### config.mk
export PLATFORM = sky130hd
export DESIGN_NAME = rk4u_front
export DESIGN_NICKNAME = d
export VERILOG_FILES = /design/src/hw/rtl/rk4u_pkg.sv /design/src/hw/rtl/rk4u_front.sv
export SDC_FILE = /design/constraint.sdc
export NUM_CORES = 1
export LEC_CHECK = 0
export BUFFER_PORTS_ARGS = -buffer_cell sky130_fd_sc_hd__buf_2
export CORE_AREA = 2 2 129 131
export CTS_CLUSTER_SIZE = 25
export DETAILED_ROUTE_END_ITERATION = 10
export DIE_AREA = 0 0 131 133
export PLACE_DENSITY = 0.65
export SETUP_SLACK_MARGIN = 0.02
export SYNTH_ARGS = -nofsm -noshare
export SYNTH_HDL_FRONTEND = slang
export SYNTH_SLANG_ARGS = --single-unit
### constraint.sdc
create_clock -name clk_i -period 21.4 [get_ports clk_i]
set_clock_uncertainty 0.1 [all_clocks]
set_input_delay 6.42 -clock clk_i [delete_from_list [all_inputs] [get_ports clk_i]]
set_output_delay 6.42 -clock clk_i [all_outputs]
set_load 0.01 [all_outputs]
### src/hw/rtl/rk4u_pkg.sv
// ----------------------------------------------------------------------------
// rk4u_pkg
// Shared widths, stage codes, register indexes, item types and saturation
// for the Runge-Kutta stage update of a second-order system.
// ----------------------------------------------------------------------------
`default_nettype none

package rk4u_pkg;

  localparam int NUM_VARS = 1024;
  localparam int IDX_W    = (NUM_VARS > 1) ? $clog2(NUM_VARS) : 1;
  localparam int EXT_W    = 17;

  localparam int VI_W = 10;
  localparam int VW   = 48;
  localparam int QW   = 52;
  localparam int FW   = 32;

  localparam int S_TDATA_W = 160;
  localparam int S_TUSER_W = 2;
  localparam int M_TDATA_W = 96;
  localparam int M_TUSER_W = 1;

  localparam int Q_DEPTH = 4;
  localparam int QP_W    = $clog2(Q_DEPTH);

  localparam int APB_AW = 4;
  localparam int APB_DW = 32;

  localparam logic [1:0] FUNC_FIRST  = 2'd0;
  localparam logic [1:0] FUNC_SECOND = 2'd1;
  localparam logic [1:0] FUNC_THIRD  = 2'd2;
  localparam logic [1:0] FUNC_FINAL  = 2'd3;

  localparam logic [1:0] REG_STEP_FULL    = 2'd0;
  localparam logic [1:0] REG_STEP_HALF    = 2'd1;
  localparam logic [1:0] REG_STEP_QUARTER = 2'd2;

  localparam logic [FW-1:0] SIXTH_Q32 = 32'h2AAA_AAAB;

  typedef struct packed {
    logic start;
    logic two;
    logic three;
  } wr_t;

  typedef struct packed {
    logic [1:0]       func;
    logic             ok;
    wr_t              we;
    logic [IDX_W-1:0] addr;
    logic [VW-1:0]    x;
    logic [VW-1:0]    v;
    logic [VW-1:0]    a;
  } item_t;

  typedef struct packed {
    logic [FW-1:0] full;
    logic [FW-1:0] half;
    logic [FW-1:0] quarter;
  } cfg_t;

  typedef struct packed {
    logic          clip;
    logic [VW-1:0] value;
  } sat_t;

  function automatic sat_t sat48(input logic signed [QW-1:0] val);
    sat_t          r;
    logic [QW-VW:0] top;
    top = val[QW-1:VW-1];
    if (top == '0 || top == '1) begin
      r.clip  = 1'b0;
      r.value = val[VW-1:0];
    end else begin
      r.clip  = 1'b1;
      r.value = val[QW-1] ? {1'b1, {(VW-1){1'b0}}} : {1'b0, {(VW-1){1'b1}}};
    end
    return r;
  endfunction

endpackage

`default_nettype wire

### src/hw/rtl/rk4u_front.sv
// ----------------------------------------------------------------------------
// rk4u_front
// Input stage: accept words, unpack fields, range-check the index and
// decode which stores the stage writes, then hand items to the queue.
// ----------------------------------------------------------------------------
`default_nettype none

module rk4u_front import rk4u_pkg::*; (
  input  logic                 clk_i,
  input  logic                 rst_ni,
  input  logic                 s_axis_tvalid,
  output logic                 s_axis_tready,
  input  logic [S_TDATA_W-1:0] s_axis_tdata,
  input  logic [S_TUSER_W-1:0] s_axis_tuser,
  input  logic                 full_i,
  output logic                 push_o,
  output item_t                item_o
);

  logic             vld_q, vld_d;
  item_t            item_q, item_d;
  logic             accept;
  logic [EXT_W-1:0] idx_ext;
  logic             ok;
  logic [1:0]       func;

  assign s_axis_tready = !vld_q || !full_i;
  assign accept        = s_axis_tvalid && s_axis_tready;
  assign push_o        = vld_q && !full_i;
  assign item_o        = item_q;

  assign func    = s_axis_tuser;
  assign idx_ext = EXT_W'(s_axis_tdata[VI_W-1:0]);
  assign ok      = idx_ext < EXT_W'(NUM_VARS);

  always_comb begin
    item_d.func     = func;
    item_d.ok       = ok;
    item_d.we.start = ok && (func == FUNC_FIRST);
    item_d.we.two   = ok && (func == FUNC_SECOND);
    item_d.we.three = ok && (func == FUNC_THIRD);
    item_d.addr     = idx_ext[IDX_W-1:0];
    item_d.x        = s_axis_tdata[VI_W+VW-1:VI_W];
    item_d.v        = s_axis_tdata[VI_W+2*VW-1:VI_W+VW];
    item_d.a        = s_axis_tdata[VI_W+3*VW-1:VI_W+2*VW];
  end

  always_comb begin
    vld_d = vld_q;
    if (accept) begin
      vld_d = 1'b1;
    end else if (push_o) begin
      vld_d = 1'b0;
    end
  end

  always_ff @(posedge clk_i or negedge rst_ni) begin
    if (!rst_ni) begin
      vld_q <= 1'b0;
    end else begin
      vld_q <= vld_d;
    end
  end

  always_ff @(posedge clk_i) begin
    if (accept) begin
      item_q <= item_d;
    end
  end

endmodule

`default_nettype wire

==> metrics <==
final hold slack=around 0.5 ns; synthesized area=~0.0049 mm²; CTS tree=done; Fin. Hold Viols=0; detailed-route DRC error count=0; unrepaired setup endpoints after global routing=no; Reg2Reg Launch Point=vld_q; r2r worst-path depth=2; CP endpoint kind=output pin; Worst Path Arrival=slightly below 7 ns; cell row count=47; Initial Util=a little under a third; Post-layout nets=roughly 680; via count=between 2000 and 3000; crit-path max FO=4; CTS Buffer Depth=2; remaining antenna violation count=0; # setup viols final=0; syn nets=approximately 340; vias in the first global route=about 3100; status=finished clean; min cycle time layout=approximately 13 ns; worst vdd ir=approximately 50 µV; GRT Overall Usage=between 10% and 20%; WHS Endpoint=vld_q; critical path type=in -> out; setup_tns=0 ns; r2r endpoint=item_o[63]; hold_sp=vld_q; total power draw=0.712 mW; crit-path max cell delay=approximately 0.13 ns; DRT iter0 DRCs=about 130; Seq/Total Area, Yosys=98.9%; Area growth syn-to-layout=51.2%; global-route wire length before repair=16.1 mm; Power Density=97.1 mW/mm²; clk sinks=160; final WL=roughly 11 mm; fmax=roughly 75 MHz; Yosys reg bits=160; MaxCap Viol Count=0; pin count of the biggest net entering global routing=between 80 and 90; DR pass1 iterations=4; worst-margin pin slew=between 1 and 1.5 ns; Ys Warns=0; slowest CP cell=buf_2; Worst EP required=between 10 and 15 ns; Clock transition at path regs=roughly 0.06 ns; GRT overflow=0; crit start category=input pin; clk root buf=clkbuf_16; number of setup buffers added after CTS=0; Pins Over Slew Limit=0; vias per cell=between 4 and 5; Post-synth top cells=edfxtp_1, nor2b_1; Yosys cell types=9; Cells after Synth=169; Die Footprint=around 0.017 mm²; Synth area leader=edfxtp_1; DR WL/cell=about 15 µm; Design Area, Final=roughly 0.0073 mm²; Die Ht=between 100 and 150 µm; async set or reset register ratio after synthesis=0.625%; die width=roughly 130 µm; worst skew pair latency=0.41 ns; Pleak=a little over 3 nW; fraction of layout cells with a size suffix above 1=roughly 68%; cell chain of the critical path=buf_2, nor2b_1, buf_2; Slew HR=between 30 and 40%; post-synth top area share=between 90 and 100%; post-CTS sizing=0; HP Class=reg -> reg; Post-DP Area=approximately 0.0067 mm²; initial antenna violation count=1; IO buf count=320; most used cell, CP=buf_2; largest cells by area after synthesis=edfxtp_1, dfrtp_1, nor2b_1; most numerous cell in the Yosys netlist=edfxtp_1; ys flop type=edfxtp_1; Final period util=62.2%; syn_area_per_cell=around 29 µm²; Post-synth EDFFs=roughly 160; total CTS buffers=17; Hold Buf Count CTS=0; hold-critical path depth=1; RePlAce Congestion=0.765; CTS HTree Levels=4; core area=between 0.015 and 0.02 mm²; I/O pin count=328; Reg2Reg Setup Slack=19.50 ns
## where the power goes
group,internal [mW],switching (mW)
Sequential,0.366,0.00400
Combinational,0.0212,0.0271
Clock,0.173,0.121
## per-stage QoR
| stage | utilization, % | setup WS, ns | std cells |
|---|---|---|---|
| 5_1_grt | 45.3 | 8.06 | 743 |
| 6_report | 45.4 | 8.09 | 744 |
| 4_1_cts | 45.3 | 8.09 | 742 |
| 3_5_place_dp | 41.7 | 8.10 | 710 |
| 3_3_place_gp | 41.7 | 8.08 | 710 |
| 2_1_floorplan | - | 6.68 | 169 |
## metal layers
metal  track usage [%]  vias to the layer above  share of wire, %
li1                  -                     1369                 -
met1              12.8                     1405                34
met2              21.3                      186                53
met3              7.00                       21                11
met4              6.62                        0               2.2
met5                 0                        -                 0
## area by class of cell
| type | count | area [µm²] |
|---|---|---|
| diodes | 2 | 5.00 |
| clock buffers | 17 | 425 |
| clock inverters | 15 | 158 |
| fillers | 1435 | 8840 |
| multi-input cells | 8 | 56.3 |
| flip-flops and latches | 160 | 4800 |
| well taps | 220 | 275 |
| repair buffers | 322 | 1620 |
## flip-flops by register name, summed over array words and instances, names as in the netlist
| register | cells |
|---|---|
| item_o | 159 |
| vld_q | 1 |
## critical path: cells and delay by family
kind	cells	cell delay (ns)
AND/OR/NAND/NOR	1	0.10
buffers and inverters	2	0.26
## placed cells by master, fill, tap and decap left out
cell,n
buf_2,320
edfxtp_1,159
clkbuf_16,17
inv_6,4
clkinv_4,4
nor2b_1,3
diode_2,2
clkinvlp_4,2
bufinv_16,2
clkinv_1,2
buf_4,2
nand2_1,1
a21boi_4,1
nor2_1,1
a21o_1,1
conb_1,1
clkinv_2,1
dfrtp_1,1
## logic make-up after synthesis
| group | count (synthesis) | share of synthesized area, % |
|---|---|---|
| buffers and inverters | 1 | 0.155 |
| AO/OA/AOI/OAI | 2 | 0.310 |
| AND/OR/NAND/NOR | 5 | 0.541 |
| flip-flops | 160 | 98.9 |
| other | 1 | 0.0773 |
## worst max path at each step
| stage | startpoint | endpoint | slack, ns | depth (start not counted) |
|---|---|---|---|---|
| 2_1_floorplan | s_axis_tvalid | item_o[0] | 6.68 | 1 |
| 3_3_place_gp | full_i | push_o | 8.08 | 3 |
| 3_5_place_dp | full_i | push_o | 8.10 | 3 |
| 4_1_cts | full_i | push_o | 8.09 | 3 |
| 5_1_grt | full_i | push_o | 8.06 | 3 |
| 6_report | full_i | push_o | 8.09 | 3 |
Note: power is estimated with default switching activity, not from simulation.
