[config.mk]
export PLATFORM = sky130hd
export DESIGN_NAME = rk4u_fifo
export DESIGN_NICKNAME = d
export VERILOG_FILES = /design/src/hw/rtl/rk4u_pkg.sv /design/src/hw/rtl/rk4u_fifo.sv
export SDC_FILE = /design/constraint.sdc
export NUM_CORES = 1
export LEC_CHECK = 0
export BUFFER_PORTS_ARGS = -buffer_cell sky130_fd_sc_hd__buf_2
export CAP_MARGIN = 20
export CORE_MARGIN = 1.5
export CORE_UTILIZATION = 50
export CTS_CLUSTER_DIAMETER = 40
export CTS_CLUSTER_SIZE = 8
export DETAILED_ROUTE_END_ITERATION = 8
export PLACE_DENSITY = 0.74
export SYNTH_ARGS = -nofsm -noshare
export SYNTH_HDL_FRONTEND = slang
export SYNTH_SLANG_ARGS = --single-unit
[constraint.sdc]
create_clock -name clk_i -period 13.58 [get_ports clk_i]
set_input_delay 0.679 -clock clk_i [delete_from_list [all_inputs] [get_ports clk_i]]
set_output_delay 0.679 -clock clk_i [all_outputs]
set_load 0.05 [all_outputs]
[src/hw/rtl/rk4u_pkg.sv]
// ----------------------------------------------------------------------------
// rk4u_pkg
// Shared widths, stage codes, register indexes, item types and saturation
// for the Runge-Kutta stage update of a second-order system.
// ----------------------------------------------------------------------------
`default_nettype none

package rk4u_pkg;

  localparam int NUM_VARS = 1024;
  localparam int IDX_W    = (NUM_VARS > 1) ? $clog2(NUM_VARS) : 1;
  localparam int EXT_W    = 17;

  localparam int VI_W = 10;
  localparam int VW   = 48;
  localparam int QW   = 52;
  localparam int FW   = 32;

  localparam int S_TDATA_W = 160;
  localparam int S_TUSER_W = 2;
  localparam int M_TDATA_W = 96;
  localparam int M_TUSER_W = 1;

  localparam int Q_DEPTH = 4;
  localparam int QP_W    = $clog2(Q_DEPTH);

  localparam int APB_AW = 4;
  localparam int APB_DW = 32;

  localparam logic [1:0] FUNC_FIRST  = 2'd0;
  localparam logic [1:0] FUNC_SECOND = 2'd1;
  localparam logic [1:0] FUNC_THIRD  = 2'd2;
  localparam logic [1:0] FUNC_FINAL  = 2'd3;

  localparam logic [1:0] REG_STEP_FULL    = 2'd0;
  localparam logic [1:0] REG_STEP_HALF    = 2'd1;
  localparam logic [1:0] REG_STEP_QUARTER = 2'd2;

  localparam logic [FW-1:0] SIXTH_Q32 = 32'h2AAA_AAAB;

  typedef struct packed {
    logic start;
    logic two;
    logic three;
  } wr_t;

  typedef struct packed {
    logic [1:0]       func;
    logic             ok;
    wr_t              we;
    logic [IDX_W-1:0] addr;
    logic [VW-1:0]    x;
    logic [VW-1:0]    v;
    logic [VW-1:0]    a;
  } item_t;

  typedef struct packed {
    logic [FW-1:0] full;
    logic [FW-1:0] half;
    logic [FW-1:0] quarter;
  } cfg_t;

  typedef struct packed {
    logic          clip;
    logic [VW-1:0] value;
  } sat_t;

  function automatic sat_t sat48(input logic signed [QW-1:0] val);
    sat_t          r;
    logic [QW-VW:0] top;
    top = val[QW-1:VW-1];
    if (top == '0 || top == '1) begin
      r.clip  = 1'b0;
      r.value = val[VW-1:0];
    end else begin
      r.clip  = 1'b1;
      r.value = val[QW-1] ? {1'b1, {(VW-1){1'b0}}} : {1'b0, {(VW-1){1'b1}}};
    end
    return r;
  endfunction

endpackage

`default_nettype wire

[src/hw/rtl/rk4u_fifo.sv]
// ----------------------------------------------------------------------------
// rk4u_fifo
// Short item queue between the front and the back.
// ----------------------------------------------------------------------------
`default_nettype none

module rk4u_fifo import rk4u_pkg::*; (
  input  logic  clk_i,
  input  logic  rst_ni,
  input  logic  push_i,
  input  item_t item_i,
  output logic  full_o,
  input  logic  pop_i,
  output logic  empty_o,
  output item_t item_o
);

  item_t         mem_q [Q_DEPTH];
  logic [QP_W:0] wptr_q, wptr_d;
  logic [QP_W:0] rptr_q, rptr_d;

  assign full_o  = (wptr_q[QP_W] != rptr_q[QP_W]) &&
                   (wptr_q[QP_W-1:0] == rptr_q[QP_W-1:0]);
  assign empty_o = (wptr_q == rptr_q);
  assign item_o  = mem_q[rptr_q[QP_W-1:0]];

  assign wptr_d = wptr_q + (QP_W+1)'(push_i && !full_o);
  assign rptr_d = rptr_q + (QP_W+1)'(pop_i && !empty_o);

  always_ff @(posedge clk_i or negedge rst_ni) begin
    if (!rst_ni) begin
      wptr_q <= '0;
      rptr_q <= '0;
    end else begin
      wptr_q <= wptr_d;
      rptr_q <= rptr_d;
    end
  end

  always_ff @(posedge clk_i) begin
    if (push_i && !full_o) begin
      mem_q[wptr_q[QP_W-1:0]] <= item_i;
    end
  end

endmodule

`default_nettype wire

==> impl_summary.log, run 1 <==
[metrics] Post-route DRC: 0
[metrics] Resize count post-CTS: 0
[metrics] clock root buffer: sky130_fd_sc_hd__clkbuf_16
[metrics] via count normalized by instance count: 5.54
[metrics] Crit path arrival time: 3980 ps
[metrics] Die Area: 48100 sq um
[metrics] startpoint class of the critical path: register
[metrics] detailed router's first-iteration violation count: 678
[metrics] setup violators final: 0
[metrics] io pins: 326
[metrics] worst hold stages: 1
[metrics] sequential-to-total area share from yosys stat: 82.7%
[metrics] unrepaired setup endpoints after global routing: false
[metrics] final clock skew: 12.9 ps
[metrics] hold crit path type: input pin to register
[metrics] Worst Reg2Reg Path Length in Cells: 4
[metrics] top cell type by total area after synthesis: sky130_fd_sc_hd__edfxtp_1
[metrics] mean routed wirelength per cell: 23.4 um
[metrics] measured slew at the worst slew-check pin: 1130 ps
[metrics] kind of end point of the critical path: primary output
[metrics] share of the clock period used by the worst path: 34.3%
[metrics] share of cells above drive strength 1: 47.7%
[metrics] number of global-route vias before repair: 11400
[metrics] placed cell areas: 25700 sq um
[metrics] clk slew on worst S/H paths: 50 ps
[metrics] number of unique standard cell types used by synthesis: 20
[metrics] overall die width: 219 um
[metrics] pre-CTS worst setup slack: 9380 ps
[metrics] first-pass GRT wire length: 66.8 mm
[metrics] Placer Congestion: 0.729
[metrics] die height: 219 um
[metrics] post-layout worst setup margin: 8920 ps
[metrics] fraction of post-synthesis cell area in the top cell type by area: 82.1%
[metrics] number of nets in the finished design: 1439
[metrics] clk sink count: 646
[metrics] Max Transition Viols Final: 0
[metrics] min Tclk post-route: 4660 ps
[metrics] number of endpoints with negative hold slack in the final report: 0
[metrics] number of search-and-repair iterations in the first detailed-routing pass: 5
[metrics] maximum buffer depth of the clock tree: 3
[metrics] area of the mapped netlist: 23400 sq um
[metrics] Layout Cell Area excl Fill: 28500 sq um
[metrics] num rows: 79
[metrics] clock latency of the later-clocked register in the worst-skew pair: 610 ps
[metrics] register bit total from synthesis: 646
[metrics] layout overhead on the synthesized area: 21.7%
[metrics] achievable clock frequency: 215 MHz
[metrics] overall routing resource usage: 18.9%
[metrics] clock buffer count from CTS: 98
[metrics] Total Routed Length: 44.8 mm
[metrics] crit-path max FO: 45
[metrics] dpl hpwl: 24.9 mm
[metrics] Data required, critical path: 12900 ps
[metrics] Core ar.: 46400 sq um
[metrics] Syn Area/Cell: 27.0 sq um
[metrics] starting utilization of the core area: 50.5%
[metrics] Total Neg Setup Slack: 0 ps
[metrics] main area contributors after synthesis: sky130_fd_sc_hd__edfxtp_1 82%, sky130_fd_sc_hd__mux4_2 15%, sky130_fd_sc_hd__dfrtp_1 0.64%
[metrics] initial antenna violation count: 11
[metrics] routed vias: 10600
[metrics] final antenna-violating net count: 0
[metrics] Setup CP Type: register to primary output
[metrics] number of instances in the synthesized netlist: 866
[metrics] worst rel slew slack: 24.8%
[metrics] CTS H-Tree Depth: 3
[metrics] Post-Syn Nets: 1034
[metrics] number of port buffers: 325
[metrics] largest net degree at the start of global routing: 161
[metrics] leftover overflow at the end of global routing: 0
[metrics] CTS tree: built
[metrics] number of synthesis warnings: 0
[metrics] run status: finished clean
[metrics] max_cap viols: 0
[layout make-up]
cell class / count / area (sq um)
Clock inverter: 17 / 155
Fill cell: 3102 / 17800
Tap cell: 607 / 759
Antenna cell: 3 / 7.51
Multi-Input combinational cell: 183 / 3860
Sequential cell: 646 / 19400
Timing Repair Buffer: 341 / 1760
Inverter: 1 / 3.75
Clock buffer: 115 / 2590
[routing by layer]
layer / track usage [%] / routed length [um]
met2: 30.2 / 22300
met5: 0 / 88
met1: 23.7 / 17700
met3: 7.42 / 3780
met4: 6.35 / 942
[cells in the final DEF (no fill, tap or decap), types with 2 or more instances in the layout]
master                       instances
sky130_fd_sc_hd__edfxtp_1          640
sky130_fd_sc_hd__buf_2             325
sky130_fd_sc_hd__mux4_2            160
sky130_fd_sc_hd__clkbuf_16         101
sky130_fd_sc_hd__buf_4              14
sky130_fd_sc_hd__clkbuf_1           13
sky130_fd_sc_hd__xor2_1              5
sky130_fd_sc_hd__clkinv_1            5
sky130_fd_sc_hd__ha_1                4
sky130_fd_sc_hd__dfrtp_1             4
sky130_fd_sc_hd__diode_2             3
sky130_fd_sc_hd__a31oi_4             3
sky130_fd_sc_hd__clkinvlp_4          3
sky130_fd_sc_hd__clkinv_4            3
sky130_fd_sc_hd__xnor2_1             2
sky130_fd_sc_hd__inv_6               2
sky130_fd_sc_hd__bufinv_16           2
sky130_fd_sc_hd__clkinv_2            2
sky130_fd_sc_hd__dfrtp_4             2
[synthesized netlist by cell type]
master,number
sky130_fd_sc_hd__nand3_1,1
sky130_fd_sc_hd__buf_6,10
sky130_fd_sc_hd__or3b_2,1
sky130_fd_sc_hd__xnor2_1,2
sky130_fd_sc_hd__a311oi_1,1
sky130_fd_sc_hd__xor2_1,5
sky130_fd_sc_hd__buf_4,6
sky130_fd_sc_hd__dfrtp_1,6
sky130_fd_sc_hd__clkbuf_1,2
sky130_fd_sc_hd__edfxtp_1,640
sky130_fd_sc_hd__o31a_1,1
sky130_fd_sc_hd__nand3b_1,1
sky130_fd_sc_hd__nand2_1,1
sky130_fd_sc_hd__buf_2,18
sky130_fd_sc_hd__mux4_2,160
sky130_fd_sc_hd__inv_1,1
sky130_fd_sc_hd__ha_1,4
sky130_fd_sc_hd__a31oi_1,4
sky130_fd_sc_hd__nor3_1,1
sky130_fd_sc_hd__and3_1,1
[logic make-up after synthesis]
group,Yosys count,share of synthesized area (%)
flip-flops,646,82.7
multiplexers,160,15.4
buffers and inverters,37,1.11
XOR/XNOR,7,0.262
AO/OA/AOI/OAI,6,0.182
AND/OR/NAND/NOR,6,0.155
adder cells (fa/ha/maj),4,0.214
[registers in the layout, indices dropped and copies added (netlist names)]
signal and count:
mem_q 640, rptr_q 3, wptr_q 3
[through the flow]
| step | instances | hold WS [ps] | util (%) |
|---|---|---|---|
| 2_1_floorplan | 866 | 383 | - |
| 3_3_place_gp | 1777 | 476 | 55.5 |
| 3_5_place_dp | 1777 | 496 | 55.5 |
| 4_1_cts | 1910 | 228 | 61.5 |
| 5_1_grt | 1912 | 238 | 61.5 |
| 6_report | 1913 | 274 | 61.5 |
[repair_timing]
item	CTS	global route
hold endpoints to repair	6	0
hold buffers	1	0
setup buffers	0	0
[critical path, stage by stage (launching register included)]
cell                      delay (ps)
sky130_fd_sc_hd__dfrtp_4         860
sky130_fd_sc_hd__buf_4           800
sky130_fd_sc_hd__buf_4           770
sky130_fd_sc_hd__mux4_2          610
sky130_fd_sc_hd__buf_2           230
[worst paths after layout]
check                           slack (ps)        from      endpoint
min in group asynchronous              460      rst_ni     rptr_q[0]
worst max-delay path                  8920   rptr_q[0]    item_o[44]
worst min register to register         500   wptr_q[2]     wptr_q[2]
worst min-delay path                   270  item_i[70]  mem_q[3][70]
max in group asynchronous            12960      rst_ni     rptr_q[1]
worst max register to register        9780   rptr_q[1]  mem_q[2][51]
Power of run 1 is left out: the tool's default activity adds up to more than one toggle a clock period on the data nets, which glitch-free logic cannot reach.
==> inputs of run 2 (changes only) <==
--- a/config.mk
+++ b/config.mk
@@ -12,7 +12,7 @@
 export CTS_CLUSTER_DIAMETER = 40
 export CTS_CLUSTER_SIZE = 8
 export DETAILED_ROUTE_END_ITERATION = 8
-export PLACE_DENSITY = 0.74
+export PLACE_DENSITY = 0.71
 export SYNTH_ARGS = -nofsm -noshare
 export SYNTH_HDL_FRONTEND = slang
 export SYNTH_SLANG_ARGS = --single-unit
==> constraint.sdc (replaced) <==
create_clock -name clk_i -period 4.6 [get_ports clk_i]
set_input_delay 0.23 -clock clk_i [delete_from_list [all_inputs] [get_ports clk_i]]
set_output_delay 0.23 -clock clk_i [all_outputs]
set_load 0.05 [all_outputs]
==> run 2 against run 1 <==
Register-to-register slack got worse by 8000 ps; flip-flop and latch count did not move; largest cell class unchanged; highest routed layer is now met4; final cell count is 8.1% higher; critical path depth unchanged; clock-buffer cell count down 5.
==> impl_summary.log, run 2 (synthesis results as in run 1) <==
[metrics] tightest hold margin: 85.3 ps
[metrics] CTS H-Tree Depth: 3
[metrics] worst rel slew slack: 31.1%
[metrics] CTS tree: built
[metrics] Die Area: 48100 sq um
[metrics] achievable clock frequency: 285 MHz
[metrics] crit path to: item_o[30]
[metrics] post-layout worst setup margin: 1090 ps
[metrics] number of global-route vias before repair: 12200
[metrics] kind of end point of the critical path: primary output
[metrics] overall routing resource usage: 19.5%
[metrics] initial antenna violation count: 1
[metrics] hold crit path type: input pin to register
[metrics] leakage component of the power: 0.0104 uW
[metrics] share of the clock period used by the worst path: 76.2%
[metrics] clock root buffer: sky130_fd_sc_hd__clkbuf_16
[metrics] largest net degree at the start of global routing: 111
[metrics] clk sink count: 646
[metrics] clk slew on worst S/H paths: 50 ps
[metrics] number of port buffers: 325
[metrics] routed vias: 11300
[metrics] Layout Cell Area excl Fill: 30100 sq um
[metrics] Crit path arrival time: 3280 ps
[metrics] number of search-and-repair iterations in the first detailed-routing pass: 5
[metrics] clock latency of the later-clocked register in the worst-skew pair: 630 ps
[metrics] dpl hpwl: 25.9 mm
[metrics] number of endpoints with negative hold slack in the final report: 0
[metrics] start point of the critical path: rptr_q[1]
[metrics] Post-route DRC: 0
[metrics] Net Sw Power: 8720 uW
[metrics] placed cell areas: 25900 sq um
[metrics] Total Routed Length: 46.2 mm
[metrics] run status: finished clean
[metrics] num rows: 79
[metrics] maximum buffer depth of the clock tree: 3
[metrics] overall die width: 219 um
[metrics] crit-path max FO: 44
[metrics] mean routed wirelength per cell: 22.3 um
[metrics] metal1 wirelength: 18.3 mm
[metrics] total power consumption of the routed design: 23000 uW
[metrics] die height: 219 um
[metrics] Post-CTS Setup Bufs: 0
[metrics] highest metal layer with signal wires: met4
[metrics] launching point of the worst reg2reg path: rptr_q[1]
[metrics] detailed router's first-iteration violation count: 752
[metrics] Worst R2R End: mem_q[3][157]
[metrics] clock network fraction of total power: 26.4%
[metrics] met3 WL: 3.57 mm
[metrics] layout overhead on the synthesized area: 28.6%
[metrics] Placer Congestion: 0.719
[metrics] final antenna-violating net count: 0
[metrics] flip-flop count of the largest register, all copies and words added: 640
[metrics] setup violators final: 0
[metrics] Final Util: 65.0%
[metrics] io pins: 326
[metrics] number of nets in the finished design: 1599
[metrics] measured slew at the worst slew-check pin: 1030 ps
[metrics] min Tclk post-route: 3510 ps
[metrics] cell area power density: 763 nW/um^2
[metrics] Setup CP Type: register to primary output
[metrics] Reg2Reg Setup Slack: 1790 ps
[metrics] leftover overflow at the end of global routing: 0
[metrics] max_cap viols: 0
[metrics] Core ar.: 46400 sq um
[metrics] Data required, critical path: 4370 ps
[metrics] final clock skew: 27.2 ps
[metrics] Worst Reg2Reg Path Length in Cells: 3
[metrics] unrepaired setup endpoints after global routing: false
[metrics] clock buffer count from CTS: 94
[metrics] power share of the sequential group: 36.3%
[metrics] pre-CTS worst setup slack: 1720 ps
[metrics] Worst VDD drop: 0.598 mV
[metrics] Logic pwr share: 37.2%
[metrics] filler instances: 2939
[metrics] Resize count post-CTS: 0
[metrics] met2 layer wire length in the routed design: 23.3 mm
[metrics] switching fraction of total power: 37.9%
[metrics] Max Transition Viols Final: 0
[metrics] first-pass GRT wire length: 69.3 mm
[metrics] commonest cells after routing, fill and taps aside: 640 x sky130_fd_sc_hd__edfxtp_1, 325 x sky130_fd_sc_hd__buf_2, 163 x sky130_fd_sc_hd__dlygate4sd3_1
[metrics] via count normalized by instance count: 5.45
[metrics] startpoint class of the critical path: register
[metrics] starting utilization of the core area: 50.5%
[metrics] internal power contribution: 14300 uW
[metrics] post-cts hold buffer count: 163
[metrics] share of cells above drive strength 1: 42.3%
[metrics] most common library cell in the layout ignoring fill and taps: sky130_fd_sc_hd__edfxtp_1
-- run 2: cell count changes in the layout (fill, tap and decap cells not counted), moves of 3 or more --
cell	delta
sky130_fd_sc_hd__dlygate4sd3_1	+162
sky130_fd_sc_hd__buf_12	+8
sky130_fd_sc_hd__clkinv_1	-3
sky130_fd_sc_hd__clkbuf_16	-6
sky130_fd_sc_hd__buf_4	-6
sky130_fd_sc_hd__clkinv_4	-3
-- run 2: per-stage QoR --
step           setup TNS, ps  std cells
2_1_floorplan       -1004810        866
5_1_grt                    0       2067
3_5_place_dp               0       1779
3_3_place_gp               0       1779
4_1_cts                    0       2066
6_report                   0       2067
-- run 2: worst max-delay path: stages (launching register included) --
cell	delay (ps)
sky130_fd_sc_hd__dfrtp_4	680
sky130_fd_sc_hd__buf_4	590
sky130_fd_sc_hd__buf_4	630
sky130_fd_sc_hd__mux4_2	440
sky130_fd_sc_hd__buf_2	230
-- run 2: routing by layer --
| metal | global-route usage [%] | up-vias |
|---|---|---|
| li1 | - | 4912 |
| met1 | 24.7 | 5892 |
| met2 | 31.8 | 393 |
| met3 | 6.04 | 72 |
| met4 | 6.92 | 0 |
| met5 | 0 | - |
-- run 2: worst min-delay path by stage --
stage | start | to | slack (ps) | cells after the start
floorplan | rst_ni | rptr_q[0] | -70 | 0
CTS | push_i | wptr_q[0] | 40 | 4
finish | push_i | wptr_q[0] | 90 | 4
global placement | rst_ni | rptr_q[1] | 60 | 1
detailed placement | rst_ni | rptr_q[1] | 60 | 1
global route | push_i | wptr_q[0] | 110 | 4
-- run 2: area by class of cell --
cell class,instances,area [sq um],share of cell area (%)
Tap cell,607,759,2.52
Inverter,1,3.75,0.0125
Sequential cell,646,19400,64.3
Timing Repair Buffer,505,3500,11.6
Multi-Input combinational cell,183,3860,12.8
Antenna cell,1,2.50,0.00831
Clock buffer,110,2440,8.11
Clock inverter,14,180,0.598
-- run 2: power by group through the flow --
stage	Clock (uW)	Sequential, uW	Combinational (uW)
floorplan	0	8520	6750
global placement	0	8380	8570
detailed placement	0	8460	8560
CTS	6200	8370	8700
global route	6440	8460	9000
finish	6070	8350	8560
Note: power is estimated with default switching activity, not from simulation.
==> inputs of run 3 (changes only) <==
--- a/config.mk
+++ b/config.mk
@@ -12,7 +12,7 @@
 export CTS_CLUSTER_DIAMETER = 40
 export CTS_CLUSTER_SIZE = 8
 export DETAILED_ROUTE_END_ITERATION = 8
-export PLACE_DENSITY = 0.71
+export PLACE_DENSITY = 0.74
 export SYNTH_ARGS = -nofsm -noshare
 export SYNTH_HDL_FRONTEND = slang
 export SYNTH_SLANG_ARGS = --single-unit
==> constraint.sdc (replaced) <==
create_clock -name clk_i -period 3 [get_ports clk_i]
set_input_delay 0.15 -clock clk_i [delete_from_list [all_inputs] [get_ports clk_i]]
set_output_delay 0.15 -clock clk_i [all_outputs]
set_load 0.05 [all_outputs]
==> run 3 against run 2 <==
Worst setup slack worse by 880 ps; clock-buffer cell count up 3; utilization up 0.32 points; worst hold slack worse by 32 ps; via count down 0.28%; non-clock buffer count unchanged; design area up 0.49%; register-to-register slack worse by 1000 ps; critical path type unchanged; critical endpoint is now item_o[8]; largest power group unchanged.
==> impl_summary.log, run 3 (synthesis results as in run 1) <==
[metrics] Reg2Reg Setup Slack: 770 ps
[metrics] Worst VDD drop: 1.19 mV
[metrics] maximum buffer depth of the clock tree: 3
[metrics] hold crit path type: input pin to register
[metrics] mean routed wirelength per cell: 22.8 um
[metrics] detailed router's first-iteration violation count: 694
[metrics] start point of the critical path: rptr_q[1]
[metrics] dpl hpwl: 25.2 mm
[metrics] setup violators final: 0
[metrics] cell area power density: 1180 nW/um^2
[metrics] switching fraction of total power: 37.6%
[metrics] clock network fraction of total power: 26.6%
[metrics] number of search-and-repair iterations in the first detailed-routing pass: 5
[metrics] Net Sw Power: 13400 uW
[metrics] min Tclk post-route: 2790 ps
[metrics] number of global-route vias before repair: 12100
[metrics] most common library cell in the layout ignoring fill and taps: sky130_fd_sc_hd__edfxtp_1
[metrics] unrepaired setup endpoints after global routing: false
[metrics] measured slew at the worst slew-check pin: 631 ps
[metrics] CTS tree: built
[metrics] final instance count without filler cells: 2073
[metrics] initial antenna violation count: 5
[metrics] power share of the sequential group: 35.9%
[metrics] Core ar.: 46400 sq um
[metrics] Die Area: 48100 sq um
[metrics] crit-path max FO: 84
[metrics] critical-path cell list: buf_12 -> buf_12 -> mux4_2 -> buf_2
[metrics] via count normalized by instance count: 5.42
[metrics] number of nets in the finished design: 1601
[metrics] clock buffer count from CTS: 96
[metrics] commonest cells after routing, fill and taps aside: 640 x sky130_fd_sc_hd__edfxtp_1, 325 x sky130_fd_sc_hd__buf_2, 163 x sky130_fd_sc_hd__dlygate4sd3_1
[metrics] number of endpoints with negative hold slack in the final report: 0
[metrics] share of the clock period used by the worst path: 92.9%
[metrics] leftover overflow at the end of global routing: 0
[metrics] Placer Congestion: 0.713
[metrics] flip-flop count of the largest register, all copies and words added: 640
[metrics] overall die width: 219 um
[metrics] total instance count after detailed placement: 1779
[metrics] Logic pwr share: 37.5%
[metrics] slowest stage delay, CP: 450 ps
[metrics] Worst R2R End: mem_q[2][80]
[metrics] Setup CP Type: register to primary output
[metrics] die height: 219 um
[metrics] internal power contribution: 22200 uW
[metrics] number of port buffers: 325
[metrics] final clock skew: 19.3 ps
[metrics] worst rel slew slack: 57.9%
[metrics] filler instances: 2942
[metrics] final antenna-violating net count: 0
[metrics] Worst Reg2Reg Path Length in Cells: 3
[metrics] share of cells above drive strength 1: 42.7%
[metrics] clock latency of the later-clocked register in the worst-skew pair: 610 ps
[metrics] standard cell with the maximum stage delay on the critical path: sky130_fd_sc_hd__buf_12
[metrics] Post-route DRC: 0
[metrics] routed vias: 11200
[metrics] startpoint class of the critical path: register
[metrics] run status: finished clean
[metrics] Data required, critical path: 2850 ps
[metrics] Crit path arrival time: 2640 ps
[metrics] launching point of the worst reg2reg path: rptr_q[0]
[metrics] max_cap viols: 0
[metrics] CTS H-Tree Depth: 3
[metrics] Max Transition Viols Final: 0
[metrics] crit path to: item_o[8]
[metrics] clk slew on worst S/H paths: 40 ps
[metrics] kind of end point of the critical path: primary output
[metrics] layout overhead on the synthesized area: 29.2%
[metrics] Total Routed Length: 47.3 mm
[metrics] overall routing resource usage: 20.1%
[metrics] leakage component of the power: 0.0105 uW
[metrics] Total Neg Setup Slack: 0 ps
[metrics] clk sink count: 646
[metrics] most repeated library cell on the critical path: sky130_fd_sc_hd__buf_12
[metrics] num rows: 79
[metrics] largest net degree at the start of global routing: 85
[metrics] achievable clock frequency: 359 MHz
[metrics] starting utilization of the core area: 50.5%
[metrics] io pins: 326
[metrics] total power consumption of the routed design: 35600 uW
[metrics] first-pass GRT wire length: 71.4 mm
[metrics] clock root buffer: sky130_fd_sc_hd__clkbuf_16
## run 3: cell types whose count changed in the layout (fill, tap and decap cells not counted), sizes merged
cell / before / now
clkbuf: 110 / 113
diode: 1 / 4
clkinvlp: 1 / 3
clkinv: 7 / 6
inv: 5 / 4
## run 3: routing by layer
layer | wire [um] | vias to the layer above | track usage [%]
li1 | - | 4903 | -
met1 | 18500 | 5867 | 25.5
met2 | 24200 | 381 | 32.7
met3 | 3410 | 85 | 6.15
met4 | 1180 | 2 | 7.49
met5 | 7 | - | 0
## run 3: metrics by stage
stage	hold slack (ps)	cell area [sq um]	setup WS, ps	util (%)
after CTS	0.109	30300	97.1	65.3
after detailed placement	-14.7	25900	767	56.0
after global placement	-22.6	25900	791	56.0
final	53.3	30300	213	65.3
after floorplan	-146	23500	-2640	-
after global routing	73.1	30300	47.6	65.3
## run 3: final cells by class
cell class | count | area [sq um] | share of cell area [%]
diodes | 4 | 10.0 | 0.0331
clock buffers | 113 | 2550 | 8.42
clock inverters | 14 | 135 | 0.446
inverters | 1 | 3.75 | 0.0124
multi-input cells | 183 | 3880 | 12.8
flip-flops and latches | 646 | 19400 | 64.0
well taps | 607 | 759 | 2.51
repair buffers | 505 | 3550 | 11.7
## run 3: repair_timing
item	in CTS	in global routing
endpoints found under the setup margin	0	0
resized for setup	0	0
hold buffers	163	0
buffers inserted	0	0
hold endpoints to repair	647	0
## run 3: worst min-delay path by stage
stage,from,endpoint,slack [ps],cells after the start
after floorplan,rst_ni,rptr_q[0],-150,0
after global placement,rst_ni,rptr_q[1],-20,1
after detailed placement,rst_ni,rptr_q[1],-10,1
after CTS,push_i,wptr_q[0],0.1,4
after global routing,push_i,wptr_q[0],70,4
final,push_i,wptr_q[0],50,4
## run 3: critical path, delay by kind of cell, from the launching register on
kind	cells	cell delay [ps]
buffers and inverters	3	1050
flip-flops	1	440
multiplexers	1	420
## run 3: power groups by stage
stage | registers, uW | logic (uW) | clock network [uW]
floorplan | 12900 | 10500 | 0
global placement | 12800 | 13300 | 0
detailed placement | 12900 | 13300 | 0
CTS | 12800 | 13600 | 9680
global route | 12900 | 14000 | 10100
finish | 12800 | 13400 | 9480
